File: src/rtl/ipsd_pkg.sv
package ipsd_pkg;

   // Decoder phase, one per part of the patch file being read.
   typedef enum logic [3:0] {
      PH_HEADER   = 4'd0,
      PH_OFFSET   = 4'd1,
      PH_LENGTH   = 4'd2,
      PH_DATA     = 4'd3,
      PH_RUNCOUNT = 4'd4,
      PH_RUNBYTE  = 4'd5
   } phase_type;

   // Result kinds.
   typedef enum logic [2:0] {
      KIND_WRITE      = 3'd0,
      KIND_FILL       = 3'd1,
      KIND_DONE       = 3'd2,
      KIND_BAD_HEADER = 3'd3,
      KIND_TRUNCATED  = 3'd4
   } kind_type;

   // Input commands.
   localparam logic CMD_BYTE = 1'b0;
   localparam logic CMD_END  = 1'b1;

   // Configuration register indexes.
   localparam logic [1:0] CSR_HEADER_SKIP  = 2'd0;
   localparam logic [1:0] CSR_INITIAL_SIZE = 2'd1;

   localparam int          CSR_INDEX_BITS = 2;
   localparam int          CSR_DATA_BITS  = 25;
   localparam int          ADDR_BITS      = 25;
   localparam int          HEADER_LEN     = 5;
   localparam logic [23:0] EOF_MARK       = 24'h454F46;
   localparam logic [24:0] COPIER_HEADER  = 25'd512;

   // The five header bytes, "PATCH".
   function automatic logic [7:0] magic_byte(input logic [2:0] idx);
      logic [7:0] b;
      case (idx)
         3'd0: b = 8'h50;
         3'd1: b = 8'h41;
         3'd2: b = 8'h54;
         3'd3: b = 8'h43;
         3'd4: b = 8'h48;
         default: b = 8'h00;
      endcase
      return b;
   endfunction

endpackage

File: src/rtl/ipsd_if.sv
// Input channel: one patch byte or the end command per word.
interface ipsd_req_if;
   logic       valid;
   logic       ready;
   logic       command;
   logic [7:0] patch_byte;

   modport source (output valid, output command, output patch_byte, input ready);
   modport sink (input valid, input command, input patch_byte, output ready);
endinterface

// Result channel: one write, fill or status report per word.
interface ipsd_rsp_if;
   import ipsd_pkg::*;
   logic               valid;
   logic               ready;
   kind_type           kind;
   logic signed [24:0] address;
   logic [7:0]         data;
   logic [15:0]        fill_count;
   logic [24:0]        image_size;

   modport source (output valid, output kind, output address, output data,
                   output fill_count, output image_size, input ready);
   modport sink (input valid, input kind, input address, input data,
                 input fill_count, input image_size, output ready);
endinterface

File: src/rtl/ips_patch_stream_decoder_top.sv
// A result is registered and appears on the rsp channel in the cycle after its word is accepted.
// Throughput: one word per cycle while the input is not stalled; the decoder state and the result register are
// updated in the same cycle as the word is taken.
// Input stalls only while the result register is full and not being taken.
// Reset (synchronous, active high) returns to header checking, clears the copier
// header flag, the image size and the finished flag, and empties the result register.
module ips_patch_stream_decoder_top #(
   parameter int ADDRESS_BITS = 24
) (
   input  logic                                  clock,
   input  logic                                  reset,
   ipsd_req_if.sink                              req_chan,
   ipsd_rsp_if.source                            rsp_chan,
   input  logic                                  csr_we,
   input  logic [ipsd_pkg::CSR_INDEX_BITS-1:0]   csr_index,
   input  logic [ipsd_pkg::CSR_DATA_BITS-1:0]    csr_wdata
);
   import ipsd_pkg::*;

   // Decoder state.
   phase_type   phase_ff, phase_in;
   logic [2:0]  byte_index_ff, byte_index_in;
   logic [23:0] offset_ff, offset_in;
   logic [15:0] length_ff, length_in;
   logic [24:0] write_address_ff, write_address_in;
   logic [15:0] bytes_left_ff, bytes_left_in;
   logic [24:0] size_now_ff, size_now_in;
   logic        finished_ff, finished_in;
   logic        header_skip_ff, header_skip_in;

   // Result register.
   logic               rsp_valid_ff, rsp_valid_in;
   kind_type           rsp_kind_ff, rsp_kind_in;
   logic signed [24:0] rsp_address_ff, rsp_address_in;
   logic [7:0]         rsp_data_ff, rsp_data_in;
   logic [15:0]        rsp_count_ff, rsp_count_in;
   logic [24:0]        rsp_size_ff, rsp_size_in;

   logic        req_accept;
   logic        step;
   logic        result_load;
   logic [7:0]  b;
   logic        hdr_ok;
   logic        hdr_last;
   logic [23:0] offset_new;
   logic        offset_last;
   logic        is_eof;
   logic [15:0] length_new;
   logic        length_last;
   logic        data_last;
   logic [24:0] record_address;
   logic [15:0] grow_len;
   logic signed [26:0] grow_end;
   logic        grow_hit;

   // A word may enter whenever the result register is empty or being emptied.
   assign req_chan.ready = !rsp_valid_ff || rsp_chan.ready;
   assign req_accept     = req_chan.valid && req_chan.ready;
   assign step           = req_accept && !finished_ff;
   assign b              = req_chan.patch_byte;

   // Shared decode of the current word.
   assign hdr_ok      = (byte_index_ff < 3'(HEADER_LEN)) && (b == magic_byte(byte_index_ff));
   assign hdr_last    = byte_index_ff == 3'(HEADER_LEN - 1);
   assign offset_new  = {offset_ff[15:0], b};
   assign offset_last = byte_index_ff == 3'd2;
   assign is_eof      = offset_new == EOF_MARK;
   assign length_new  = {length_ff[7:0], b};
   assign length_last = byte_index_ff == 3'd1;
   assign data_last   = bytes_left_ff == 16'd1;

   // Record start address, less the copier header when enabled.
   assign record_address = 25'(offset_new[ADDRESS_BITS-1:0])
                           - (header_skip_ff ? COPIER_HEADER : 25'd0);

   // Image growth: signed end of record against the current size.
   assign grow_len = (phase_ff == PH_LENGTH) ? length_new : length_ff;
   assign grow_end = {{2{write_address_ff[24]}}, write_address_ff}
                     + $signed({11'd0, grow_len});
   assign grow_hit = grow_end >= $signed({2'b00, size_now_ff});

   // Next phase.
   always_comb begin
      phase_in = phase_ff;
      if (step && req_chan.command == CMD_BYTE) begin
         case (phase_ff)
            PH_HEADER: begin
               if (hdr_ok && hdr_last) phase_in = PH_OFFSET;
            end
            PH_OFFSET: begin
               if (offset_last && !is_eof) phase_in = PH_LENGTH;
            end
            PH_LENGTH: begin
               if (length_last) phase_in = (length_new != 16'd0) ? PH_DATA : PH_RUNCOUNT;
            end
            PH_DATA: begin
               if (data_last) phase_in = PH_OFFSET;
            end
            PH_RUNCOUNT: begin
               if (length_last) phase_in = PH_RUNBYTE;
            end
            PH_RUNBYTE: begin
               phase_in = PH_OFFSET;
            end
            default: phase_in = PH_HEADER;
         endcase
      end
   end

   // Datapath, finished flag, results and configuration writes.
   always_comb begin
      byte_index_in    = byte_index_ff;
      offset_in        = offset_ff;
      length_in        = length_ff;
      write_address_in = write_address_ff;
      bytes_left_in    = bytes_left_ff;
      size_now_in      = size_now_ff;
      finished_in      = finished_ff;
      header_skip_in   = header_skip_ff;
      result_load      = 1'b0;
      rsp_kind_in      = KIND_DONE;
      rsp_address_in   = '0;
      rsp_data_in      = '0;
      rsp_count_in     = '0;

      if (step && req_chan.command == CMD_END) begin
         finished_in = 1'b1;
         result_load = 1'b1;
         case (phase_ff)
            PH_HEADER: rsp_kind_in = KIND_BAD_HEADER;
            PH_OFFSET: rsp_kind_in = KIND_DONE;
            default:   rsp_kind_in = KIND_TRUNCATED;
         endcase
      end else if (step) begin
         case (phase_ff)
            PH_HEADER: begin
               if (!hdr_ok) begin
                  finished_in = 1'b1;
                  result_load = 1'b1;
                  rsp_kind_in = KIND_BAD_HEADER;
               end else if (hdr_last) begin
                  byte_index_in = '0;
                  offset_in     = '0;
               end else begin
                  byte_index_in = byte_index_ff + 3'd1;
               end
            end
            PH_OFFSET: begin
               offset_in = offset_new;
               if (!offset_last) begin
                  byte_index_in = byte_index_ff + 3'd1;
               end else begin
                  byte_index_in = '0;
                  if (is_eof) begin
                     finished_in = 1'b1;
                     result_load = 1'b1;
                     rsp_kind_in = KIND_DONE;
                  end else begin
                     write_address_in = record_address;
                     length_in        = '0;
                  end
               end
            end
            PH_LENGTH: begin
               length_in = length_new;
               if (!length_last) begin
                  byte_index_in = byte_index_ff + 3'd1;
               end else begin
                  byte_index_in = '0;
                  if (length_new != 16'd0) begin
                     bytes_left_in = length_new;
                     if (grow_hit) size_now_in = grow_end[24:0];
                  end
               end
            end
            PH_DATA: begin
               result_load      = 1'b1;
               rsp_kind_in      = KIND_WRITE;
               rsp_address_in   = $signed(write_address_ff);
               rsp_data_in      = b;
               write_address_in = write_address_ff + 25'd1;
               bytes_left_in    = bytes_left_ff - 16'd1;
               if (data_last) offset_in = '0;
            end
            PH_RUNCOUNT: begin
               length_in = length_new;
               if (!length_last) byte_index_in = byte_index_ff + 3'd1;
               else byte_index_in = '0;
            end
            PH_RUNBYTE: begin
               if (grow_hit) size_now_in = grow_end[24:0];
               result_load    = 1'b1;
               rsp_kind_in    = KIND_FILL;
               rsp_address_in = $signed(write_address_ff);
               rsp_data_in    = b;
               rsp_count_in   = length_ff;
               offset_in      = '0;
            end
            default: finished_in = 1'b1;
         endcase
      end

      // Configuration must be written only while no word is in flight; the decoder itself does not enforce this.
      if (csr_we) begin
         case (csr_index)
            CSR_HEADER_SKIP:  header_skip_in = csr_wdata[0];
            CSR_INITIAL_SIZE: size_now_in    = csr_wdata;
            default: ;
         endcase
      end

      rsp_size_in  = size_now_in;
      rsp_valid_in = result_load ? 1'b1 : (rsp_chan.ready ? 1'b0 : rsp_valid_ff);
   end

   // Control state.
   always_ff @(posedge clock) begin
      if (reset) begin
         phase_ff       <= PH_HEADER;
         byte_index_ff  <= '0;
         finished_ff    <= 1'b0;
         header_skip_ff <= 1'b0;
         size_now_ff    <= '0;
         rsp_valid_ff   <= 1'b0;
      end else begin
         phase_ff       <= phase_in;
         byte_index_ff  <= byte_index_in;
         finished_ff    <= finished_in;
         header_skip_ff <= header_skip_in;
         size_now_ff    <= size_now_in;
         rsp_valid_ff   <= rsp_valid_in;
      end
   end

   // Shift registers and the record address; cleared on reset to match the idle state.
   always_ff @(posedge clock) begin
      if (reset) begin
         offset_ff        <= '0;
         length_ff        <= '0;
         write_address_ff <= '0;
         bytes_left_ff    <= '0;
      end else begin
         offset_ff        <= offset_in;
         length_ff        <= length_in;
         write_address_ff <= write_address_in;
         bytes_left_ff    <= bytes_left_in;
      end
   end

   // Result payload.
   always_ff @(posedge clock) begin
      if (result_load) begin
         rsp_kind_ff    <= rsp_kind_in;
         rsp_address_ff <= rsp_address_in;
         rsp_data_ff    <= rsp_data_in;
         rsp_count_ff   <= rsp_count_in;
         rsp_size_ff    <= rsp_size_in;
      end
   end

   assign rsp_chan.valid      = rsp_valid_ff;
   assign rsp_chan.kind       = rsp_kind_ff;
   assign rsp_chan.address    = rsp_address_ff;
   assign rsp_chan.data       = rsp_data_ff;
   assign rsp_chan.fill_count = rsp_count_ff;
   assign rsp_chan.image_size = rsp_size_ff;

   // Once stopped, the decoder produces nothing more.
   a_no_result_after_stop: assert property (@(posedge clock) disable iff (reset)
      finished_ff |-> !result_load)
      else $error("result produced after the decoder stopped");

   // A status result always stops the decoder.
   a_status_stops: assert property (@(posedge clock) disable iff (reset)
      (result_load && rsp_kind_in != KIND_WRITE && rsp_kind_in != KIND_FILL)
      |=> finished_ff)
      else $error("status result did not stop the decoder");

   // Data phase always has bytes outstanding.
   a_data_count: assert property (@(posedge clock) disable iff (reset)
      (phase_ff == PH_DATA) |-> (bytes_left_ff != 16'd0))
      else $error("data phase with no bytes left");

   // Offset assembly never runs past three bytes.
   a_offset_index: assert property (@(posedge clock) disable iff (reset)
      (phase_ff == PH_OFFSET) |-> (byte_index_ff < 3'd3))
      else $error("offset byte index out of range");

   // Input stalls only behind a full result register.
   a_stall_cause: assert property (@(posedge clock) disable iff (reset)
      !req_chan.ready |-> rsp_valid_ff)
      else $error("input stalled with an empty result register");

endmodule
File: src/flat_wrapper.sv
// flat-port wrapper written by rule: the top's interface ports become plain ports
module ips_patch_stream_decoder_top_flat import ipsd_pkg::*;
#(
   parameter int ADDRESS_BITS = 24
)
  (clock, reset, csr_we, csr_index, csr_wdata, req_chan_valid, req_chan_command, req_chan_patch_byte, req_chan_ready, rsp_chan_valid, rsp_chan_kind, rsp_chan_address, rsp_chan_data, rsp_chan_fill_count, rsp_chan_image_size, rsp_chan_ready);
  ipsd_req_if req_chan_i ();
  ipsd_rsp_if rsp_chan_i ();
  input  logic clock;
  input  logic reset;
  input  logic csr_we;
  input  logic [ipsd_pkg::CSR_INDEX_BITS-1:0] csr_index;
  input  logic [ipsd_pkg::CSR_DATA_BITS-1:0] csr_wdata;
  input wire logic [$bits(req_chan_i.valid)-1:0] req_chan_valid;
  input wire logic [$bits(req_chan_i.command)-1:0] req_chan_command;
  input wire logic [$bits(req_chan_i.patch_byte)-1:0] req_chan_patch_byte;
  output wire logic [$bits(req_chan_i.ready)-1:0] req_chan_ready;
  output wire logic [$bits(rsp_chan_i.valid)-1:0] rsp_chan_valid;
  output wire logic [$bits(rsp_chan_i.kind)-1:0] rsp_chan_kind;
  output wire logic [$bits(rsp_chan_i.address)-1:0] rsp_chan_address;
  output wire logic [$bits(rsp_chan_i.data)-1:0] rsp_chan_data;
  output wire logic [$bits(rsp_chan_i.fill_count)-1:0] rsp_chan_fill_count;
  output wire logic [$bits(rsp_chan_i.image_size)-1:0] rsp_chan_image_size;
  input wire logic [$bits(rsp_chan_i.ready)-1:0] rsp_chan_ready;
  assign req_chan_i.valid = req_chan_valid;
  assign req_chan_i.command = req_chan_command;
  assign req_chan_i.patch_byte = req_chan_patch_byte;
  assign req_chan_ready = req_chan_i.ready;
  assign rsp_chan_valid = rsp_chan_i.valid;
  assign rsp_chan_kind = rsp_chan_i.kind;
  assign rsp_chan_address = rsp_chan_i.address;
  assign rsp_chan_data = rsp_chan_i.data;
  assign rsp_chan_fill_count = rsp_chan_i.fill_count;
  assign rsp_chan_image_size = rsp_chan_i.image_size;
  assign rsp_chan_i.ready = rsp_chan_ready;
  ips_patch_stream_decoder_top #(.ADDRESS_BITS(ADDRESS_BITS)) u_core (.clock(clock), .reset(reset), .req_chan(req_chan_i), .rsp_chan(rsp_chan_i), .csr_we(csr_we), .csr_index(csr_index), .csr_wdata(csr_wdata));
endmodule
File: config.mk
export PLATFORM = sky130hd
export DESIGN_NAME = ips_patch_stream_decoder_top_flat
export DESIGN_NICKNAME = d
export VERILOG_FILES = /design/src/rtl/ipsd_pkg.sv /design/src/rtl/ipsd_if.sv /design/src/rtl/ips_patch_stream_decoder_top.sv /design/src/flat_wrapper.sv
export SDC_FILE = /design/constraint.sdc
export NUM_CORES = 1
export LEC_CHECK = 0
export BUFFER_PORTS_ARGS = -buffer_cell sky130_fd_sc_hd__buf_2
export CORE_AREA = 2 2 146 148
export CTS_CLUSTER_SIZE = 28
export DETAILED_ROUTE_END_ITERATION = 12
export DIE_AREA = 0 0 148 150
export HOLD_SLACK_MARGIN = 0.08
export PLACE_DENSITY = 0.77
export SLEW_MARGIN = 20
export SYNTH_ARGS = -nofsm -noshare
export SYNTH_HDL_FRONTEND = slang
export SYNTH_SLANG_ARGS = --single-unit
File: constraint.sdc
create_clock -name clock -period 5.2 [get_ports clock]
set_input_delay 1.04 -clock clock [delete_from_list [all_inputs] [get_ports clock]]
set_output_delay 1.04 -clock clock [all_outputs]
set_load 0.005 [all_outputs]
==> flow_summary.ini, run 1 <==
[yosys]
synth_cells = 1274
synth_nets = 1368
synth_seq_cells = 184
synth.most_common_cell = nand2_1
synthArstFlopShare_pct = 0
yosys_warnings = 0
ys_types = 84
syn_area_sq_mm = 0.01098
yosys_most_used_dff = dfxtp_1
avgSynthCellArea_sq_um = 8.622
synth_top_area_share_pct = 21.05
synthTopCellsByArea = edfxtp_1 21%, dfxtp_1 20%, ha_1 5.9%
ys_seq_area_share_pct = 40.55
synth_common_cells = 156 x nand2_1, 129 x nor2_1, 107 x dfxtp_1, 88 x a21oi_1, 77 x edfxtp_1
netlist.top_cell.by_area = edfxtp_1
synth_enable_flop_cells = 77

[clock_network]
h-tree-depth = 4
clkLatencyLatePin_ps = 440
cts_buffers = 17
path_clk_slew_ps = 70
cts_max_path_buffers = 2
ctsHoldBuffers = 0
cts_tree = yes
cts-root-buf = clkbuf_16
cts.sinks = 184

[global_routing]
met1_usage_pct = 38.99
grtUsageTotal_pct = 28.18
grt_pass1_vias = 9093
use_met3_pct = 4.299
antenna_found_initial = 0
use_met2_pct = 45.05
grt_pass1_wl_um = 49360
busiest_layer = met2
gr-total-overflow = 0
grt_max_degree = 64

[sta]
period_share_pct = 94.85
worstMarginPinSlew_ps = 1133
timing.fmax_ghz = 0.2027
hold_violations = 0
setup-violations-final = 0
maxSlewViolCount = 0
finalClockSkew_ps = 8.482
slew-limit-headroom_pct = 24.45
period_minus_slack_ps = 4932

[critical_path]
crit_top_cell = nand2_1
start_kind = register
arrival_ps = 5120
end_kind = register
crit_fanout = 17
critical-path-top-delay-family = compound AO/OA/AOI/OAI gates
required_ps = 5390
critical_path.slowest_cell = o41ai_1
slowest_delay_ps = 380
crit_type = register to register
path_cells = nor2_2 -> nand2_2 -> buf_4 -> nand2_1 -> nand2_1 -> ha_1 -> nor2b_1 -> o2111ai_2 -> nand2_1 -> a21o_1 -> a21oi_1 -> xnor2_1 -> buf_4 -> ha_1 -> nand2_1 -> o41ai_1 -> nor2_1 -> a221oi_2 -> o211a_1 -> buf_4 -> a21oi_1 -> a311oi_2 -> nor2_1
cp_num_buf_inv = 3

[pwr]
seqPwrFrac_pct = 46.8
p_leak_nw = 5.320
clockPowerShare_pct = 40.9
p_int_mw = 2.557
ir_drop_mv = 0.2285
swShare_pct = 25.53
power_switching_mw = 0.8762
p_comb_share_pct = 12.3
power.total_mw = 3.433
p_per_area_mw_per_mm2 = 268.5

[layout]
diodes = 0
drive_gt1_share_pct = 18.83
nNetsFinal = 1494
fin_cells = 1688
area_growth_pct = 16.38
fillers = 1801

[detailed_routing]
first_iter_violations = 991
first_pass_iters = 6
drt_wl_total_um = 31760
routed_via_density = 6.005
vias = 10140
ant_nets = 0
drc = 0
wl_per_cell_um = 18.81

[placement]
dp.cells = 1655
gp_congestion = 0.9753
port_buffers = 119
hpwl_um = 23270

[floorplan]
core.rowCount = 53
ios = 120
die_h_um = 150
core_sq_mm = 0.02069
dieArea_sq_mm = 0.02220
start_util_pct = 53.09
die_x_um = 148

[outcome]
outcome = completed

[flow_run]
drv_cap = 0

[min_path]
min_path_type = register to register
## worst min-delay path: cells and delay by family (launching register included)
| kind | cells | cell delay, ps |
|---|---|---|
| flops | 1 | 320 |
| compound gates | 1 | 40 |
| simple gates | 1 | 70 |
## placed cells by master (no fill, tap or decap), types with 13 or more instances in the layout
master and count:
xnor2_1 21, o21ai_0 63, nand4_1 20, xor2_1 13
nor2_1 126, a22oi_1 31, edfxtp_1 77, ha_1 52
nand3_1 25, buf_4 64, buf_2 118, nor3_1 38
dfxtp_1 106, and3_1 26, a21oi_1 84, nand2_1 155
a211oi_1 27, mux2i_1 21, inv_1 56, clkbuf_16 18
and2_1 50
## cells by family (layout without fill, tap and decap cells)
logic type	after synthesis	in the layout	share of synthesized area [%]
buf+inv	131	270	5.445
simple gates	518	518	23.09
compound gates	330	330	19.90
fa+ha+maj	53	53	6.105
flops	184	184	40.55
mux	23	23	2.119
xor+xnor	35	35	2.791
## layer usage
| metal | up-vias | wire, um |
|---|---|---|
| met4 | 0 | 935 |
| met3 | 70 | 2444 |
| li1 | 4873 | - |
| met1 | 4729 | 13720 |
| met2 | 465 | 14650 |
| met5 | - | 0 |
## cell type report
| class | count | area [sq um] | area share [%] |
|---|---|---|---|
| multi-input combinational | 959 | 6065 | 47.44 |
| sequential | 184 | 4456 | 34.85 |
| timing repair buffer | 182 | 1071 | 8.378 |
| clock buffer | 20 | 478.0 | 3.739 |
| tap | 275 | 344.1 | 2.692 |
| inverter | 56 | 210.2 | 1.644 |
| clock inverter | 12 | 160.2 | 1.253 |
## final timing paths
check	from	end	slack (ps)	depth (start not counted)
worst max-delay path	u_core.phase_ff[2]$_SDFFE_PP0P_	u_core.rsp_chan.image_size[10]$_DFFE_PP_	270	23
worst min-delay path	u_core.finished_ff$_SDFFE_PP0P_	u_core.finished_ff$_SDFFE_PP0P_	460	2
worst max register to register	u_core.phase_ff[2]$_SDFFE_PP0P_	u_core.rsp_chan.image_size[10]$_DFFE_PP_	270	23
worst min register to register	u_core.finished_ff$_SDFFE_PP0P_	u_core.finished_ff$_SDFFE_PP0P_	460	2
## per-stage QoR
| stage | utilization (%) | TNS, ps | hold WS (ps) | setup WS [ps] | instance area [sq um] |
|---|---|---|---|---|---|
| floorplan | - | 0 | 428.0 | 12.94 | 10990 |
| global placement | 58.19 | -192.9 | 443.2 | -68.57 | 12040 |
| detailed placement | 58.19 | -886.3 | 446.5 | -143.5 | 12040 |
| CTS | 61.28 | 0 | 464.0 | 83.17 | 12680 |
| global route | 61.79 | -14.83 | 527.3 | -7.265 | 12780 |
| finish | 61.79 | 0 | 465.0 | 267.8 | 12780 |
## repair_timing
item	in CTS	in global routing
endpoints found under the setup margin	0	50
setup buffers	0	1
gates resized for setup	0	24
## power groups by stage
stage / Sequential (mW) / Combinational [mW] / Clock [mW]
floorplan: 1.65 / 0.230 / 0
global placement: 1.64 / 0.399 / 0
detailed placement: 1.64 / 0.405 / 0
CTS: 1.61 / 0.407 / 1.41
global route: 1.61 / 0.459 / 1.48
finish: 1.61 / 0.421 / 1.40
## flip-flops by register name (all words and copies together) (netlist names), 8 cells and up
name / cells
u_core.length_ff: 16
u_core.offset_ff: 16
u_core.rsp_chan.data: 8
u_core.bytes_left_ff: 16
u_core.size_now_ff: 25
u_core.write_address_ff: 25
u_core.rsp_chan.address: 25
u_core.rsp_chan.image_size: 25
u_core.rsp_chan.fill_count: 16
Note: power is estimated with default switching activity, not from simulation.
==> inputs of run 2 (changes only) <==
Settings changed: PLACE_DENSITY 0.77 to 0.86.
==> run 2 against run 1 <==
  * Final area is 0.39% higher
  * Worst setup slack worse by 100 ps
  * Critical path depth increased by 1
  * Hold slack improved by 0.68 ps
  * Non-clock buffer count grew 11
  * Cell count up 0.65%
  * Utilization grew 0.24 points
  * Combinational power grew 3%
  * Critical path type unchanged
==> flow_summary.ini, run 2 (synthesis results as in run 1) <==
[sta]
rsz0062_at_grt = yes
slew-limit-headroom_pct = 30.87
worstMarginPinSlew_ps = 1037
post-route-worst-setup-slack_ps = 165.9
period_share_pct = 96.81
maxSlewViolCount = 0
hold_violations = 0
period_minus_slack_ps = 5034
timing.fmax_ghz = 0.1986
finalClockSkew_ps = 12.10
whs_ps = 465.7
setup-violations-final = 0

[floorplan]
die_x_um = 148
ios = 120
core.rowCount = 53
core_sq_mm = 0.02069
start_util_pct = 53.09
dieArea_sq_mm = 0.02220
die_h_um = 150

[clock_network]
cts_tree = yes
h-tree-depth = 4
cts_buffers = 17
ctsHoldBuffers = 0
clkLatencyLatePin_ps = 450
path_clk_slew_ps = 80
cts-root-buf = clkbuf_16
cts.sinks = 184
cts_max_path_buffers = 2

[flow_run]
drv_cap = 0

[critical_path]
required_ps = 5400
r2r_slack_ps = 170
crit_fanout = 8
worstReg2RegStart = u_core.phase_ff[1]$_SDFFE_PP0P_
crit_type = register to register
startpoint = u_core.phase_ff[1]$_SDFFE_PP0P_
arrival_ps = 5230
start_kind = register
end_kind = register
rr_worst_depth = 24
rr_endpoint = u_core.rsp_chan.image_size[9]$_DFFE_PP_
cp-endpoint = u_core.rsp_chan.image_size[9]$_DFFE_PP_

[detailed_routing]
dr_wl_met2_um = 14810
first_iter_violations = 1218
drc = 0
wl_per_cell_um = 18.83
routed_via_density = 6.102
wl_met3_um = 2395
first_pass_iters = 6
vias = 10370
maxUsedRoutingLayer = met4
wl_met1_um = 13340
ant_nets = 0
drt_wl_total_um = 32000

[pwr]
p_leak_nw = 5.355
p_per_area_mw_per_mm2 = 259.1
ir_drop_mv = 0.2215

[min_path]
min_path_type = register to register

[layout]
drive_gt1_share_pct = 19.45
diodes = 0
multi_input_area_sq_mm = 0.006078
fin_cells = 1699
fillers = 1755
mostFrequentLayoutCells = 155 x nand2_1, 128 x nor2_1, 119 x buf_2
finalInstanceArea_sq_mm = 0.01283
final_common_cell = nand2_1
nNetsFinal = 1505
area_growth_pct = 16.84
seqCellArea_sq_mm = 0.004456

[global_routing]
grt_pass1_wl_um = 50050
grt_pass1_vias = 9591
gr-total-overflow = 0
antenna_found_initial = 0
grtUsageTotal_pct = 28.58
grt_max_degree = 66

[outcome]
outcome = completed

[placement]
dp.cells = 1655
gp_congestion = 0.9462
place_area_sq_mm = 0.01203
port_buffers = 119
post-place-ws_ps = -292.4
hpwl_um = 22820
==> run 2: per-layer routing <==
layer | vias up | track usage [%]
li1 | 4906 | -
met1 | 4854 | 37.78
met2 | 498 | 44.93
met3 | 109 | 5.762
met4 | 0 | 13.90
met5 | - | 0
==> run 2: cell type report <==
cell class                 instances  share of cell area, %
clock inverter                    15                  1.219
multi-input combinational        959                  47.36
clock buffer                      17                  3.315
timing repair buffer             193                  9.067
inverter                          56                  1.638
tap                              275                  2.681
sequential                       184                  34.72
==> run 2: stage by stage <==
stage	power [mW]	utilization (%)	TNS, ps
floorplan	1.876	-	0
global placement	2.036	58.16	-670.1
detailed placement	2.043	58.16	-6826
CTS	3.308	60.97	0
global route	3.444	62.03	-618.1
finish	3.325	62.03	0
==> run 2: where the power goes <==
| part | total [mW] | internal, mW | switching [mW] |
|---|---|---|---|
| sequential | 1.61 | 1.58 | 0.0256 |
| combinational | 0.432 | 0.168 | 0.264 |
| clock | 1.29 | 0.642 | 0.645 |
| total | 3.33 | 2.39 | 0.935 |
==> run 2: how the worst min path moves through the flow <==
stage	from	endpoint	slack, ps	depth (start not counted)
2_1_floorplan	u_core.finished_ff$_SDFFE_PP0P_	u_core.finished_ff$_SDFFE_PP0P_	430	2
3_3_place_gp	u_core.finished_ff$_SDFFE_PP0P_	u_core.finished_ff$_SDFFE_PP0P_	440	2
3_5_place_dp	u_core.finished_ff$_SDFFE_PP0P_	u_core.finished_ff$_SDFFE_PP0P_	450	2
4_1_cts	u_core.finished_ff$_SDFFE_PP0P_	u_core.finished_ff$_SDFFE_PP0P_	470	2
5_1_grt	u_core.finished_ff$_SDFFE_PP0P_	u_core.finished_ff$_SDFFE_PP0P_	540	2
6_report	u_core.finished_ff$_SDFFE_PP0P_	u_core.finished_ff$_SDFFE_PP0P_	470	2
==> run 2: repair_timing <==
item / in CTS / in global routing
gates resized for setup: 0 / 21
buffers inserted: 0 / 12
endpoints found under the setup margin: 0 / 50
==> run 2: worst max-delay path, stage by stage, from the launching register on <==
cell	delay [ps]
dfxtp_2	370
inv_1	60
nor3_1	130
buf_4	180
buf_12	120
nand2_1	50
nand2_1	130
ha_1	310
a21o_1	220
a31o_2	220
a21o_1	230
o21ai_2	220
buf_4	150
nand2_1	60
xor2_1	220
ha_1	350
nand4_1	150
nor3_1	240
a21oi_1	110
a221oi_2	290
o211a_1	270
buf_4	190
a21oi_1	90
a311oi_1	320
nor2_1	90
==> inputs of run 3 (changes only) <==
Settings changed: RECOVER_POWER set to 100.
==> run 3 against run 2 <==
  * The flow now finishes with violations (capacitance limit, slew limit)
  * Clock skew about the same
  * Total power is essentially flat
  * Combinational power shrank 3%
  * Register-to-register slack better by 30 ps
  * Non-clock buffer count unchanged
  * Sequential power hardly changed
  * Wire length up 0.22%
  * Cell count unchanged
  * Critical path type unchanged
  * Largest power group unchanged
==> flow_summary.ini, run 3 (synthesis results as in run 1) <==
[sta]
timing.fmax_ghz = 0.2000
rsz0062_at_grt = yes
period_share_pct = 96.15
maxSlewViolCount = 65
fin_tns_setup_ps = 0
period_minus_slack_ps = 5000
slew-limit-headroom_pct = -31.47
worstMarginPinSlew_ps = 1972
post-route-worst-setup-slack_ps = 200.2
setup-violations-final = 0
hold_violations = 0
finalClockSkew_ps = 12.16

[global_routing]
grt_pass1_wl_um = 50050
grt_max_degree = 66
grtUsageTotal_pct = 28.58
antenna_found_initial = 0
gr-total-overflow = 0
grt_pass1_vias = 9591

[pwr]
p_leak_nw = 5.187
power.total_mw = 3.323
ir_drop_mv = 0.2194
p_per_area_mw_per_mm2 = 261.6

[placement]
post-place-ws_ps = -292.4
hpwl_um = 22820
port_buffers = 119
gp_congestion = 0.9462

[detailed_routing]
drc = 0
maxUsedRoutingLayer = met4
wl_per_cell_um = 18.87
first_iter_violations = 1125
wl_met3_um = 2514
drt_wl_total_um = 32060
routed_via_density = 6.102
first_pass_iters = 8
wl_met1_um = 13300
ant_nets = 0
vias = 10370
dr_wl_met2_um = 14730

[clock_network]
h-tree-depth = 4
ctsHoldBuffers = 0
cts_tree = yes
cts.sinks = 184
cts_max_path_buffers = 2
cts-root-buf = clkbuf_16
clkLatencyLatePin_ps = 450
cts_buffers = 17
path_clk_slew_ps = 80

[floorplan]
die_x_um = 148
core.rowCount = 53
ios = 120
start_util_pct = 53.09
dieArea_sq_mm = 0.02220
core_sq_mm = 0.02069
die_h_um = 150

[flow_run]
drv_cap = 3

[critical_path]
arrival_ps = 5190
crit_top_cell = buf_4
critical_path.slowest_cell = dfxtp_1
start_kind = register
crit_type = register to register
required_ps = 5390
end_kind = register
crit_fanout = 12
slowest_delay_ps = 340
path_cells = nor2_1 -> nand2_2 -> buf_4 -> nand2_1 -> nand2_1 -> ha_1 -> buf_4 -> o211ai_1 -> o211ai_1 -> a21o_1 -> a21o_1 -> a31oi_1 -> xnor2_1 -> ha_1 -> nand4_1 -> nor3_1 -> a21oi_1 -> a221oi_2 -> o211a_1 -> buf_4 -> a21oi_1 -> a311oi_1 -> nor2_1

[layout]
nNetsFinal = 1505
final_common_cell = nand2_1
drive_gt1_share_pct = 16.15
area_growth_pct = 15.63
diodes = 0
mostFrequentLayoutCells = 155 x nand2_1, 128 x nor2_1, 106 x dfxtp_1

[outcome]
violations = capacitance limit, slew limit
outcome = finished, violations left

[min_path]
min_path_type = register to register
## run 3: timing repair
action,in CTS,in global routing
buffers inserted,0,12
endpoints found under the setup margin,0,50
resized for setup,0,21
## run 3: worst paths after layout
check	cells after the start	slack [ps]	to	from
min reg2reg	2	460	u_core.finished_ff$_SDFFE_PP0P_	u_core.finished_ff$_SDFFE_PP0P_
max	23	200	u_core.rsp_chan.image_size[9]$_DFFE_PP_	u_core.phase_ff[2]$_SDFFE_PP0P_
min	2	460	u_core.finished_ff$_SDFFE_PP0P_	u_core.finished_ff$_SDFFE_PP0P_
max reg2reg	23	200	u_core.rsp_chan.image_size[9]$_DFFE_PP_	u_core.phase_ff[2]$_SDFFE_PP0P_
## run 3: worst max-delay path, delay by kind of cell, from the launching register on
kind	cells	cell delay, ps
adders and majority gates	2	630
buffers and inverters	3	530
AOI/OAI and AO/OA	10	2110
DFF	1	340
and+or+nand+nor	7	960
xor gates and xnor gates	1	180
## run 3: final cells by class
| cell class | instances | area (sq um) |
|---|---|---|
| multi-input combinational | 959 | 6013 |
| timing repair buffer | 193 | 1096 |
| sequential | 184 | 4456 |
| fill | 1785 | 7989 |
| tap | 275 | 344.1 |
| inverter | 56 | 210.2 |
| clock inverter | 15 | 156.4 |
| clock buffer | 17 | 425.4 |
## run 3: power by group
| group | internal (mW) | switching [mW] |
|---|---|---|
| clock network | 0.642 | 0.650 |
| registers | 1.58 | 0.0264 |
| logic | 0.159 | 0.261 |
## run 3: per-stage QoR
stage	cells	hold slack (ps)	util [%]	cell area, sq um
finish	1699	464.9	61.39	12700
global route	1699	541.4	61.39	12700
CTS	1687	467.3	60.97	12610
detailed placement	1655	446.4	58.16	12030
global placement	1655	444.2	58.16	12030
floorplan	1274	428.0	-	10990
## run 3: routing by layer
layer  vias up  global-route usage [%]
met5         -                       0
met4         0                   13.90
met3       116                   5.762
met2       517                   44.93
met1      4834                   37.78
li1       4900                       -
